File: config.mk
export PLATFORM = sky130hd
export DESIGN_NAME = lxfc_track
export DESIGN_NICKNAME = d
export VERILOG_FILES = /design/src/hdl/lxfc_pkg.sv /design/src/hdl/lxfc_track.sv
export SDC_FILE = /design/constraint.sdc
export NUM_CORES = 1
export LEC_CHECK = 0
export ABC_AREA = 1
export BUFFER_PORTS_ARGS = -buffer_cell sky130_fd_sc_hd__buf_2
export CORE_AREA = 5 5 92 94
export DETAILED_ROUTE_END_ITERATION = 10
export DIE_AREA = 0 0 97 99
export PLACE_DENSITY = 0.75
export SLEW_MARGIN = 30
export SYNTH_ARGS = -nofsm -noshare
export SYNTH_HDL_FRONTEND = slang
export SYNTH_SLANG_ARGS = --single-unit
File: constraint.sdc
create_clock -name clk_i -period 2.2 [get_ports clk_i]
set_clock_uncertainty 0.15 [all_clocks]
set_input_delay 0.22 -clock clk_i [delete_from_list [all_inputs] [get_ports clk_i]]
set_output_delay 0.22 -clock clk_i [all_outputs]
set_load 0.01 [all_outputs]
File: src/hdl/lxfc_pkg.sv
// Package of the length/XOR frame checker: codes, constants and shared types.
`default_nettype none
package lxfc_pkg;

  localparam int unsigned CfgIdxW  = 2;
  localparam int unsigned CountW   = 9;

  localparam logic [7:0]        StartByteReset = 8'hFF;
  localparam logic [7:0]        MaxLenReset    = 8'd27;
  localparam logic [7:0]        TypeReadings   = 8'h31;
  localparam logic [7:0]        TypeSettings   = 8'h01;
  localparam logic [CountW-1:0] CountMax       = '1;
  // Frame overhead: start, two header bytes, length byte and checksum.
  localparam logic [CountW-1:0] FrameOverhead  = CountW'(5);

  typedef enum logic [CfgIdxW-1:0] {
    CFG_START_BYTE = 2'd0,
    CFG_MAX_LEN    = 2'd1
  } cfg_idx_e;

  typedef enum logic [2:0] {
    ST_OK           = 3'd0,
    ST_BAD_START    = 3'd1,
    ST_LEN_MISMATCH = 3'd2,
    ST_TOO_LONG     = 3'd3,
    ST_ZERO_LEN     = 3'd4,
    ST_BAD_CHECKSUM = 3'd5
  } status_e;

  typedef enum logic [2:0] {
    CL_UNKNOWN      = 3'd0,
    CL_READINGS_OK  = 3'd1,
    CL_READINGS_BAD = 3'd2,
    CL_SETTINGS_OK  = 3'd3,
    CL_SETTINGS_BAD = 3'd4
  } class_e;

  // Everything the evaluator needs about one completed frame.
  typedef struct packed {
    logic              start_ok;
    logic [CountW-1:0] byte_count;
    logic [7:0]        xor_sum;
    logic [7:0]        length_byte;
    logic [7:0]        type_byte;
    logic [7:0]        chan_byte;
  } frame_sum_t;

  typedef struct packed {
    status_e    status;
    class_e     payload_class;
    logic [7:0] data_length;
  } result_t;

endpackage
`default_nettype wire

File: src/hdl/lxfc_track.sv
// Per-frame state tracker: byte count, running XOR, captured bytes and frame summary register.
`default_nettype none
module lxfc_track import lxfc_pkg::*; (
  input  wire logic       clk_i,
  input  wire logic       rst_ni,
  input  wire logic       accept_i,
  input  wire logic [7:0] data_byte_i,
  input  wire logic       last_byte_i,
  input  wire logic [7:0] start_byte_i,
  input  wire logic       take_i,
  output logic            sum_valid_o,
  output frame_sum_t      sum_o,
  output logic [CountW-1:0] count_o
);

  frame_sum_t cur_q, cur_d;
  frame_sum_t upd;
  frame_sum_t sum_q;
  logic       sum_valid_q, sum_valid_d;

  // State as it stands once the current byte is folded in.
  always_comb begin
    upd = cur_q;
    if (cur_q.byte_count == '0) begin
      upd.start_ok = (data_byte_i == start_byte_i);
    end else begin
      upd.xor_sum = cur_q.xor_sum ^ data_byte_i;
    end
    if (cur_q.byte_count == CountW'(3)) upd.length_byte = data_byte_i;
    if (cur_q.byte_count == CountW'(4)) upd.type_byte   = data_byte_i;
    if (cur_q.byte_count == CountW'(6)) upd.chan_byte   = data_byte_i;
    if (cur_q.byte_count != CountMax) upd.byte_count = cur_q.byte_count + CountW'(1);
  end

  always_comb begin
    cur_d = cur_q;
    if (accept_i) begin
      cur_d = last_byte_i ? '0 : upd;
    end
    sum_valid_d = sum_valid_q;
    if (take_i) sum_valid_d = 1'b0;
    if (accept_i && last_byte_i) sum_valid_d = 1'b1;
  end

  always_ff @(posedge clk_i or negedge rst_ni) begin
    if (!rst_ni) begin
      cur_q       <= '0;
      sum_valid_q <= 1'b0;
    end else begin
      cur_q       <= cur_d;
      sum_valid_q <= sum_valid_d;
    end
  end

  always_ff @(posedge clk_i) begin
    if (accept_i && last_byte_i) sum_q <= upd;
  end

  assign sum_valid_o = sum_valid_q;
  assign sum_o       = sum_q;
  assign count_o     = cur_q.byte_count;

endmodule
`default_nettype wire

After elaboration in Yosys (flattened, before gate mapping)
Cells that the tools add are included.

word-level totals
  register bits = 85
  input bits = 21
  output and inout bits = 52
  word-level logic and storage cells = 32

operators by class
  $add $sub $neg = 1
  equality and inequality tests = 5
  multiplexer cells = 9
  bitwise gates (word level) = 1
  reduce and logical (&&, ||, !) cells = 3

operators by type and width
  cell                 count
  $mux 42              1
  $mux 8               4
  $eq 9x3->1 const B   2
  $add 9x1->9 const B  1
  $eq 9x2->1 const B   1
  $logic_not 9->1      1
  $mux 9               1
  $ne 9x9->1 const B   1
  $eq 8x8->1           1
  $xor 8x8->8          1
  $mux 1               3
  $reduce_bool 2->1    1
  $logic_and 1x1->1    1

Depth between registers and ports, before layout
Gate-level depths: netlist of run 1.

  depth in word-level cells = 3
  mapped depth = 10
  mapped depth without buffers = 9

Worst setup path before layout of run 1
OpenSTA, ideal clock, no wires.

  kind = reg-to-reg
  start point = reg cur_q, in the netlist count_o[0]
  end point = reg sum_q, in the netlist sum_o[33] (data pin)
  library setup time = 0.258 ns
  data arrival time = 1.390 ns
  path slack = 0.402 ns
  stages on the path, launching flop included = 7
  buffers on the path = 0
  clock period less this slack = 1.798 ns
  path through = dfrtp_1 ha_1 nand2_1 nor2_1 nand3_2 o21ai_0 inv_1

RTL lines
  element                 RTL line          text
  from (decl)             lxfc_track.sv:16  frame_sum_t cur_q, cur_d;
  from (signal assigned)  lxfc_track.sv:50  cur_q <= cur_d;
  to (signal assigned)    lxfc_track.sv:56  if (accept_i && last_byte_i) sum_q <= upd;
  to (decl)               lxfc_track.sv:18  frame_sum_t sum_q;

==> metrics.cfg, run 1 <==
[outcome]
outcome = complete, no violations

[power_and_ir_drop]
power.share.combinational_pct = 15.1
ir_drop_uv = 395
switching_share_pct = 28.3
internal_power_w = 0.00241
p_switching_w = 0.000948
cellLeakagePower_nw = 2.23
clkPwrFrac_pct = 29.4
power_frac_seq_pct = 55.4
p_per_area_nw_per_um2 = 743

[placement]
pre_cts_slack_ns = 0.278
io_buffer_count = 72
dp_hpwl_um = 5880
gp_congestion = 0.830
place_inst = 569

[synthesis]
syn-num-nets = 431
ys_seq_elements = 85
postSynthCellCount = 407
yosysWarnings = 0
avgSynthCellArea_sq_um = 9.50
synth_area_sq_um = 3870
yosysSeqAreaShare_pct = 60.5
synth_cell_type_count = 28

[setup_path]
path_delay_family = simple AND/OR/NAND/NOR gates
slowest_stage = dfrtp_1
crit_path_frequent_cell = nand2_1
cp.required_ns = 2.34
cp_max_fo = 16
crit_chain = nor2_1, nand2_2, inv_2, nand4_2, o21ai_0, nand2_1, nand2_1
startpoint_type = register
path_buf_inv = 1
arrival_ns = 2.11
max_stage_delay_ns = 0.47
cp-end-kind = register
worst-setup-path-type = reg -> reg

[sta]
max_clock_freq_mhz = 508
worstMarginPinSlew_ns = 0.467
relSlewSlack_pct = 68.9
setup_viol = 0
fin_worst_hold_slack_ns = 0.0942
slew_viol_final = 0
rsz0062_at_grt = no
hold_viol = 0
fin_crit_ns = 1.97
finalSetupTns_ns = 0
worst_slack_ns = 0.230
period_share_pct = 89.5

[global_routing]
grt_pass1_wl_um = 14000
track_usage_pct = 18.5
grt_pass1_vias = 2829
gr-total-overflow = 0
grt_max_degree = 31
antenna_found_initial = 0

[layout]
diodes = 0
drive_gt1_share_pct = 24.5
syn2layout_area_growth_pct = 16.7
fin_nets = 505
layout_common_cells = 154 x nand2_1, 72 x buf_2, 43 x dfrtp_1, 42 x edfxtp_1, 37 x inv_1
final_common_cell = nand2_1
finalNonFillerCells = 588

[cts]
cts-htree-levels = 3
tritoncts = built
cts_setup_buffers = 0
clockBufferDepth = 2
cts_resized = 0
clk-insertion-delay-late_ns = 0.35
clockRootBuffer = clkbuf_8
clk_pin_slew_worst_paths_ns = 0.09
cts_buffers = 9
clock_sinks = 85

[flow_run]
maxCapViolCount = 0

[route]
ant_nets = 0
drc = 0
post_drt_wl_per_cell_um = 14.4
drt_iter0_drc = 193
via_per_inst = 4.93
wl_um = 8480
dr_total_vias = 2896
drt_pass1_iterations = 4

[die]
ios = 73
initial_core_util_pct = 51.1
die_height_um = 99
die_area_sq_um = 9600
die-width_um = 97
num_rows = 32
coreArea_sq_um = 7570

[worst_hold_path]
min_path_type = in -> reg

[Yosys cell counts]
cell	count	area (sq um)
edfxtp_1	42	1260
a211oi_1	1	7.51
buf_4	10	75.1
clkbuf_1	5	18.8
inv_1	37	139
xor2_1	4	35.0
inv_2	4	15.0
o21ai_0	31	155
o21ai_2	2	17.5
ha_1	3	37.5
nand2_2	2	12.5
nor3_1	1	5.00
nand3_2	1	10.0
nor2_1	10	37.5
nand3_1	15	75.1
buf_1	1	3.75
dfrtp_1	43	1080
nand4_1	2	12.5
nand2_1	154	578
o21ai_1	9	45.0
nor3_4	1	16.3
buf_2	4	20.0
nor2_2	1	6.26
and2_2	8	60.1
xnor2_1	12	105
nand4_2	2	25.0
buf_6	1	11.3
a21oi_1	1	5.00
[per-stage QoR]
stage               total power (W)  util [%]  area, sq um
global route                0.00352      59.6         4510
floorplan                   0.00221         -         3870
CTS                         0.00338      59.6         4510
global placement            0.00238      56.9         4310
detailed placement          0.00240      56.9         4310
finish                      0.00335      59.6         4510
[logic make-up (layout without fill, tap and decap cells)]
family          after synthesis  count (layout)  share of synthesized area (%)
flops                        85              85                           60.5
simple gates                197             197                           21.7
buf+inv                      62             141                           7.31
compound gates               44              44                           5.95
xor+xnor                     16              16                           3.62
fa+ha+maj                     3               3                          0.971
[timing repair]
item / in CTS / in global routing
setup endpoints to repair: 0 / 0
hold buffers: 3 / 0
hold endpoints to repair: 17 / 0
[cell type report]
class | instances | area [sq um]
Timing Repair Buffer | 84 | 470
Multi-Input combinational cell | 260 | 1250
Tap cell | 102 | 128
Fill cell | 620 | 3050
Inverter | 41 | 154
Sequential cell | 85 | 2340
Clock buffer | 9 | 124
Clock inverter | 7 | 51.3
[power groups by stage]
| stage | clock network, W | registers [W] | logic [W] |
|---|---|---|---|
| floorplan | 0 | 0.00191 | 0.000297 |
| global placement | 0 | 0.00189 | 0.000486 |
| detailed placement | 0 | 0.00189 | 0.000505 |
| CTS | 0.00101 | 0.00186 | 0.000510 |
| global route | 0.00108 | 0.00187 | 0.000567 |
| finish | 0.000987 | 0.00186 | 0.000507 |
[worst paths after layout]
kind,to,startpoint,cells past startpoint,slack (ns)
worst max-delay path,cur_q[21]$_DFFE_PN0P_,count_o[4]$_DFFE_PN0P_,7,0.23
worst min-delay path,count_o[2]$_DFFE_PN0P_,accept_i,2,0.09
worst max register to register,cur_q[21]$_DFFE_PN0P_,count_o[4]$_DFFE_PN0P_,7,0.23
worst min register to register,cur_q[4]$_DFFE_PN0P_,cur_q[4]$_DFFE_PN0P_,2,0.33
max in group asynchronous,cur_q[2]$_DFFE_PN0P_,rst_ni,3,1.10
min in group asynchronous,count_o[2]$_DFFE_PN0P_,rst_ni,2,0.20
[per-layer routing]
layer	share of wire (%)	GRT usage, %	vias up	wire [um]
met2	51	30.9	78	4320
met4	1.3	7.67	0	110
li1	-	-	1433	-
met5	0	0	-	0
met3	5.2	3.04	7	443
met1	43	24.1	1378	3610
[state kept, by name (all words and copies together) (netlist names)]
name         count
count_o          9
sum_valid_o      1
cur_q           33
sum_o           42
Power figures use the tool's default switching activity.
==> inputs of run 2 (changes only) <==
--- a/config.mk
+++ b/config.mk
@@ -8,9 +8,11 @@
 export ABC_AREA = 1
 export BUFFER_PORTS_ARGS = -buffer_cell sky130_fd_sc_hd__buf_2
 export CORE_AREA = 5 5 92 94
+export CTS_CLUSTER_SIZE = 40
 export DETAILED_ROUTE_END_ITERATION = 10
 export DIE_AREA = 0 0 97 99
-export PLACE_DENSITY = 0.75
+export MAX_ROUTING_LAYER = met4
+export PLACE_DENSITY_LB_ADDON = 0.2
 export SLEW_MARGIN = 30
 export SYNTH_ARGS = -nofsm -noshare
 export SYNTH_HDL_FRONTEND = slang
==> run 2 against run 1 <==
Against the previous run: hold slack better by 0.015 ns; core utilization is 0.36 points higher; sequential power about the same; clock-buffer cell count is the same; combinational power is 2% lower; critical path depth is 2 higher; clock power increased by 24%; register-to-register slack improved by 0.08 ns; non-clock buffer count down 1; via count down 1.8%.
==> metrics.cfg, run 2 (synthesized netlist as in run 1, its figures left out) <==
[outcome]
outcome = complete, no violations

[route]
post_drt_wl_per_cell_um = 14.1
drt_iter0_drc = 85
drc = 0
wl_um = 8270
ant_nets = 0
via_per_inst = 4.84
drt_pass1_iterations = 6
dr_total_vias = 2843

[global_routing]
antenna_found_initial = 0
grt_pass1_wl_um = 13500
grt_pass1_vias = 2725
gr-total-overflow = 0
grt_max_degree = 44
track_usage_pct = 18.3

[setup_path]
cp_max_fo = 9
cp-end-kind = register
cp.required_ns = 2.32
startpoint_type = register
arrival_ns = 2.01
worst-setup-path-type = reg -> reg

[cts]
cts_setup_buffers = 0
clock_sinks = 85
clk-insertion-delay-late_ns = 0.35
cts-htree-levels = 3
clockBufferDepth = 2
clockRootBuffer = clkbuf_8
cts_buffers = 9
clk_pin_slew_worst_paths_ns = 0.09
tritoncts = built

[sta]
max_clock_freq_mhz = 529
setup_viol = 0
finalSetupTns_ns = 0
slew_viol_final = 0
fin_crit_ns = 1.89
period_share_pct = 85.9
worstMarginPinSlew_ns = 0.580
relSlewSlack_pct = 61.3
hold_viol = 0
rsz0062_at_grt = no

[placement]
io_buffer_count = 72
dp_hpwl_um = 5650
gp_congestion = 0.871

[layout]
largest_reg_flops = 42
diodes = 0
fin_nets = 504
layout_common_cells = 154 x nand2_1, 72 x buf_2, 43 x dfrtp_1, 42 x edfxtp_1, 37 x inv_1
nFillCells = 690
syn2layout_area_growth_pct = 17.4
drive_gt1_share_pct = 24.3
final_common_cell = nand2_1

[die]
die-width_um = 97
coreArea_sq_um = 7570
ios = 73
initial_core_util_pct = 51.1
die_area_sq_um = 9600
num_rows = 32
die_height_um = 99

[flow_run]
maxCapViolCount = 0

[power_and_ir_drop]
power_w = 0.00358
cellLeakagePower_nw = 2.23
ir_drop_uv = 388
p_per_area_nw_per_um2 = 788

[worst_hold_path]
min_path_type = in -> reg

==> run 2: final timing paths <==
kind / from / end / slack, ns / depth (start not counted)
setup reg to reg: count_o[0]$_DFFE_PN0P_ / cur_q[8]$_DFFE_PN0P_ / 0.31 / 9
setup / recovery: count_o[0]$_DFFE_PN0P_ / cur_q[8]$_DFFE_PN0P_ / 0.31 / 9
max in group asynchronous: rst_ni / cur_q[16]$_DFFE_PN0P_ / 1.17 / 3
hold reg to reg: cur_q[2]$_DFFE_PN0P_ / cur_q[2]$_DFFE_PN0P_ / 0.34 / 2
hold / removal: accept_i / count_o[6]$_DFFE_PN0P_ / 0.11 / 2
min in group asynchronous: rst_ni / cur_q[4]$_DFFE_PN0P_ / 0.33 / 3
==> run 2: cell type report <==
cell class / instances / area, sq um / area share (%)
Clock buffer: 9 / 124 / 2.73
Sequential cell: 85 / 2340 / 51.5
Tap cell: 102 / 128 / 2.81
Inverter: 41 / 154 / 3.39
Clock inverter: 7 / 98.8 / 2.18
Timing Repair Buffer: 83 / 450 / 9.92
Multi-Input combinational cell: 260 / 1250 / 27.5
==> run 2: timing repair <==
item	in CTS	in global routing
gates resized for setup	0	0
hold buffers	3	0
hold endpoints to repair	44	0
==> run 2: worst max-delay path, stage by stage (launching register included) <==
cell	delay (ns)
dfrtp_1	0.45
inv_1	0.11
ha_1	0.17
nand2_1	0.07
nor2_2	0.31
nand2_2	0.19
nand2_1	0.09
and2_2	0.15
nand2_1	0.04
o21ai_0	0.07
==> run 2: power breakdown <==
part | switching [W] | internal, W
Sequential | 0.0000577 | 0.00180
Combinational | 0.000310 | 0.000188
Clock | 0.000579 | 0.000643
Total | 0.000947 | 0.00263
==> run 2: per-stage QoR <==
stage | cell area [sq um] | cells | worst slack (ns) | hold slack [ns] | utilization, %
floorplan | 3870 | 407 | 0.402 | -0.226 | -
global placement | 4290 | 568 | 0.381 | 0.201 | 56.7
detailed placement | 4290 | 568 | 0.335 | 0.198 | 56.7
CTS | 4540 | 587 | 0.306 | 0.100 | 60.0
global route | 4540 | 587 | 0.108 | 0.112 | 60.0
finish | 4540 | 587 | 0.310 | 0.109 | 60.0
==> run 2: metal layers <==
| layer | vias to the layer above | share of wire [%] | global-route usage (%) |
|---|---|---|---|
| li1 | 1432 | - | - |
| met1 | 1326 | 47 | 24.6 |
| met2 | 74 | 47 | 27.9 |
| met3 | 11 | 4.0 | 2.90 |
| met4 | 0 | 1.3 | 7.24 |
| met5 | - | 0 | - |
==> inputs of run 3 (changes only) <==
--- a/config.mk
+++ b/config.mk
@@ -13,6 +13,7 @@
 export DIE_AREA = 0 0 97 99
 export MAX_ROUTING_LAYER = met4
 export PLACE_DENSITY_LB_ADDON = 0.2
+export REMOVE_ABC_BUFFERS = 1
 export SLEW_MARGIN = 30
 export SYNTH_ARGS = -nofsm -noshare
 export SYNTH_HDL_FRONTEND = slang
==> constraint.sdc (replaced) <==
create_clock -name clk_i -period 2.3 [get_ports clk_i]
set_clock_uncertainty 0.15 [all_clocks]
set_input_delay 0.23 -clock clk_i [delete_from_list [all_inputs] [get_ports clk_i]]
set_output_delay 0.23 -clock clk_i [all_outputs]
set_load 0.01 [all_outputs]
==> run 3 against run 2 <==
Against the previous run: wire length is 0.46% higher; clock power rose by 5%; die area unchanged; critical endpoint is now sum_o[33]$_DFFE_PP_; clock-buffer cell count stayed put; critical path type unchanged; final area increased by 0.94%; final cell count shrank 0.17%; flip-flop and latch count unchanged; first-iteration DRC count rose by 67%; combinational power down 3%; register-to-register slack is essentially flat; core utilization up 0.56 points; hold slack gained 0.016 ns.
==> metrics.cfg, run 3 (synthesized netlist as in run 1, its figures left out) <==
[global_routing]
antenna_found_initial = 0
gr-total-overflow = 0
track_usage_pct = 18.5
grt_pass1_wl_um = 13800
grt_max_degree = 44
grt_pass1_vias = 2783

[cts]
clockRootBuffer = clkbuf_8
tritoncts = built
clk_pin_slew_worst_paths_ns = 0.08
clockBufferDepth = 2
cts-htree-levels = 3
cts_setup_buffers = 0
clk-insertion-delay-late_ns = 0.35
cts_buffers = 9
clock_sinks = 85

[route]
drc = 0
drt_iter0_drc = 142
dr_total_vias = 2891
ant_nets = 0
drt_pass1_iterations = 4
post_drt_wl_per_cell_um = 14.2
wl_um = 8310
via_per_inst = 4.93

[sta]
hold_viol = 0
period_share_pct = 87.1
slew_viol_final = 0
worstMarginPinSlew_ns = 0.596
setup_viol = 0
relSlewSlack_pct = 60.3
fin_crit_ns = 2.00
max_clock_freq_mhz = 499
rsz0062_at_grt = no

[placement]
io_buffer_count = 72
postPlaceCellArea_sq_um = 4310
dp_hpwl_um = 5580
place_inst = 567
gp_congestion = 0.828

[layout]
diodes = 0
final_common_cell = nand2_1
fin_nets = 503
final_cell_area_sq_um = 4580
drive_gt1_share_pct = 24.4
largest_reg_flops = 42
post-route-util_pct = 60.6
syn2layout_area_growth_pct = 18.5
finalNonFillerCells = 586
layout_common_cells = 154 x nand2_1, 72 x buf_2, 43 x dfrtp_1, 42 x edfxtp_1, 36 x inv_1

[flow_run]
maxCapViolCount = 0

[die]
ios = 73
die-width_um = 97
die_height_um = 99
coreArea_sq_um = 7570
initial_core_util_pct = 51.1
num_rows = 32
die_area_sq_um = 9600

[power_and_ir_drop]
power.share.combinational_pct = 13.6
ir_drop_uv = 367
p_switching_w = 0.000902
internal_power_w = 0.00264
switching_share_pct = 25.5
power_frac_seq_pct = 50.3
cellLeakagePower_nw = 2.25
clkPwrFrac_pct = 36.2
p_per_area_nw_per_um2 = 772

[worst_hold_path]
min_path_type = in -> reg

[setup_path]
arrival_ns = 1.96
slowest_stage = dfrtp_1
path_buf_inv = 1
cp-end-kind = register
cp_max_fo = 9
crit_chain = ha_1, nand2_1, nor2_2, nand3_2, o21ai_0, inv_1
path_delay_family = simple AND/OR/NAND/NOR gates
cp.required_ns = 2.26
startpoint_type = register
max_stage_delay_ns = 0.47
worst-setup-path-type = reg -> reg

[outcome]
outcome = complete, no violations

run 3: changes by cell type in the layout (fill, tap and decap cells not counted), sizes merged:
cell | previous run | this run
bufinv | 2 | 3
clkinvlp | 4 | 0
buf | 80 | 79
clkinv | 0 | 3
run 3: worst reg2reg max path: stages (launching register included):
cell     delay [ns]
dfrtp_1        0.47
ha_1           0.27
nand2_1        0.11
nor2_2         0.22
nand3_2        0.22
o21ai_0        0.26
inv_1          0.06
run 3: area by class of cell:
class | instances | area [sq um]
fillers | 649 | 2980
flip-flops and latches | 85 | 2340
multi-input cells | 260 | 1250
repair buffers | 82 | 468
inverters | 41 | 154
well taps | 102 | 128
clock buffers | 9 | 124
clock inverters | 7 | 121
run 3: worst paths after layout:
| path | start | end | slack, ns | depth (start not counted) |
|---|---|---|---|---|
| worst max-delay path | count_o[1]$_DFFE_PN0P_ | sum_o[33]$_DFFE_PP_ | 0.30 | 6 |
| worst min-delay path | accept_i | count_o[4]$_DFFE_PN0P_ | 0.12 | 2 |
| worst max register to register | count_o[1]$_DFFE_PN0P_ | sum_o[33]$_DFFE_PP_ | 0.30 | 6 |
| worst min register to register | cur_q[4]$_DFFE_PN0P_ | cur_q[4]$_DFFE_PN0P_ | 0.34 | 2 |
| max in group asynchronous | rst_ni | cur_q[11]$_DFFE_PN0P_ | 1.20 | 3 |
| min in group asynchronous | rst_ni | cur_q[41]$_DFFE_PN0P_ | 0.26 | 2 |
run 3: stage by stage:
| stage | hold slack (ns) | TNS [ns] | setup WS [ns] | total power (W) |
|---|---|---|---|---|
| floorplan | -0.216 | -0.0834 | -0.0417 | 0.00209 |
| global placement | 0.114 | 0 | 0.359 | 0.00227 |
| detailed placement | 0.112 | 0 | 0.227 | 0.00229 |
| CTS | 0.120 | 0 | 0.185 | 0.00357 |
| global route | 0.137 | 0 | 0.0533 | 0.00371 |
| finish | 0.125 | 0 | 0.296 | 0.00354 |
run 3: per-layer routing:
layer  track usage, %  up-vias  share of wire (%)
met5                -        -                  0
met4             6.26        0                1.2
met3             3.61       10                4.8
met2             28.6       72                 48
met1             24.8     1376                 46
li1                 -     1433                  -
run 3: power groups by stage:
stage / clock (W) / combinational, W / sequential [W]
finish: 0.00128 / 0.000481 / 0.00178
CTS: 0.00130 / 0.000487 / 0.00178
detailed placement: 0 / 0.000479 / 0.00181
floorplan: 0 / 0.000258 / 0.00183
global placement: 0 / 0.000466 / 0.00181
global route: 0.00138 / 0.000543 / 0.00179
run 3: what timing repair did:
action / CTS / global route
setup endpoints to repair: 0 / 2
hold buffers: 3 / 0
gates resized for setup: 0 / 1
hold endpoints to repair: 23 / 0
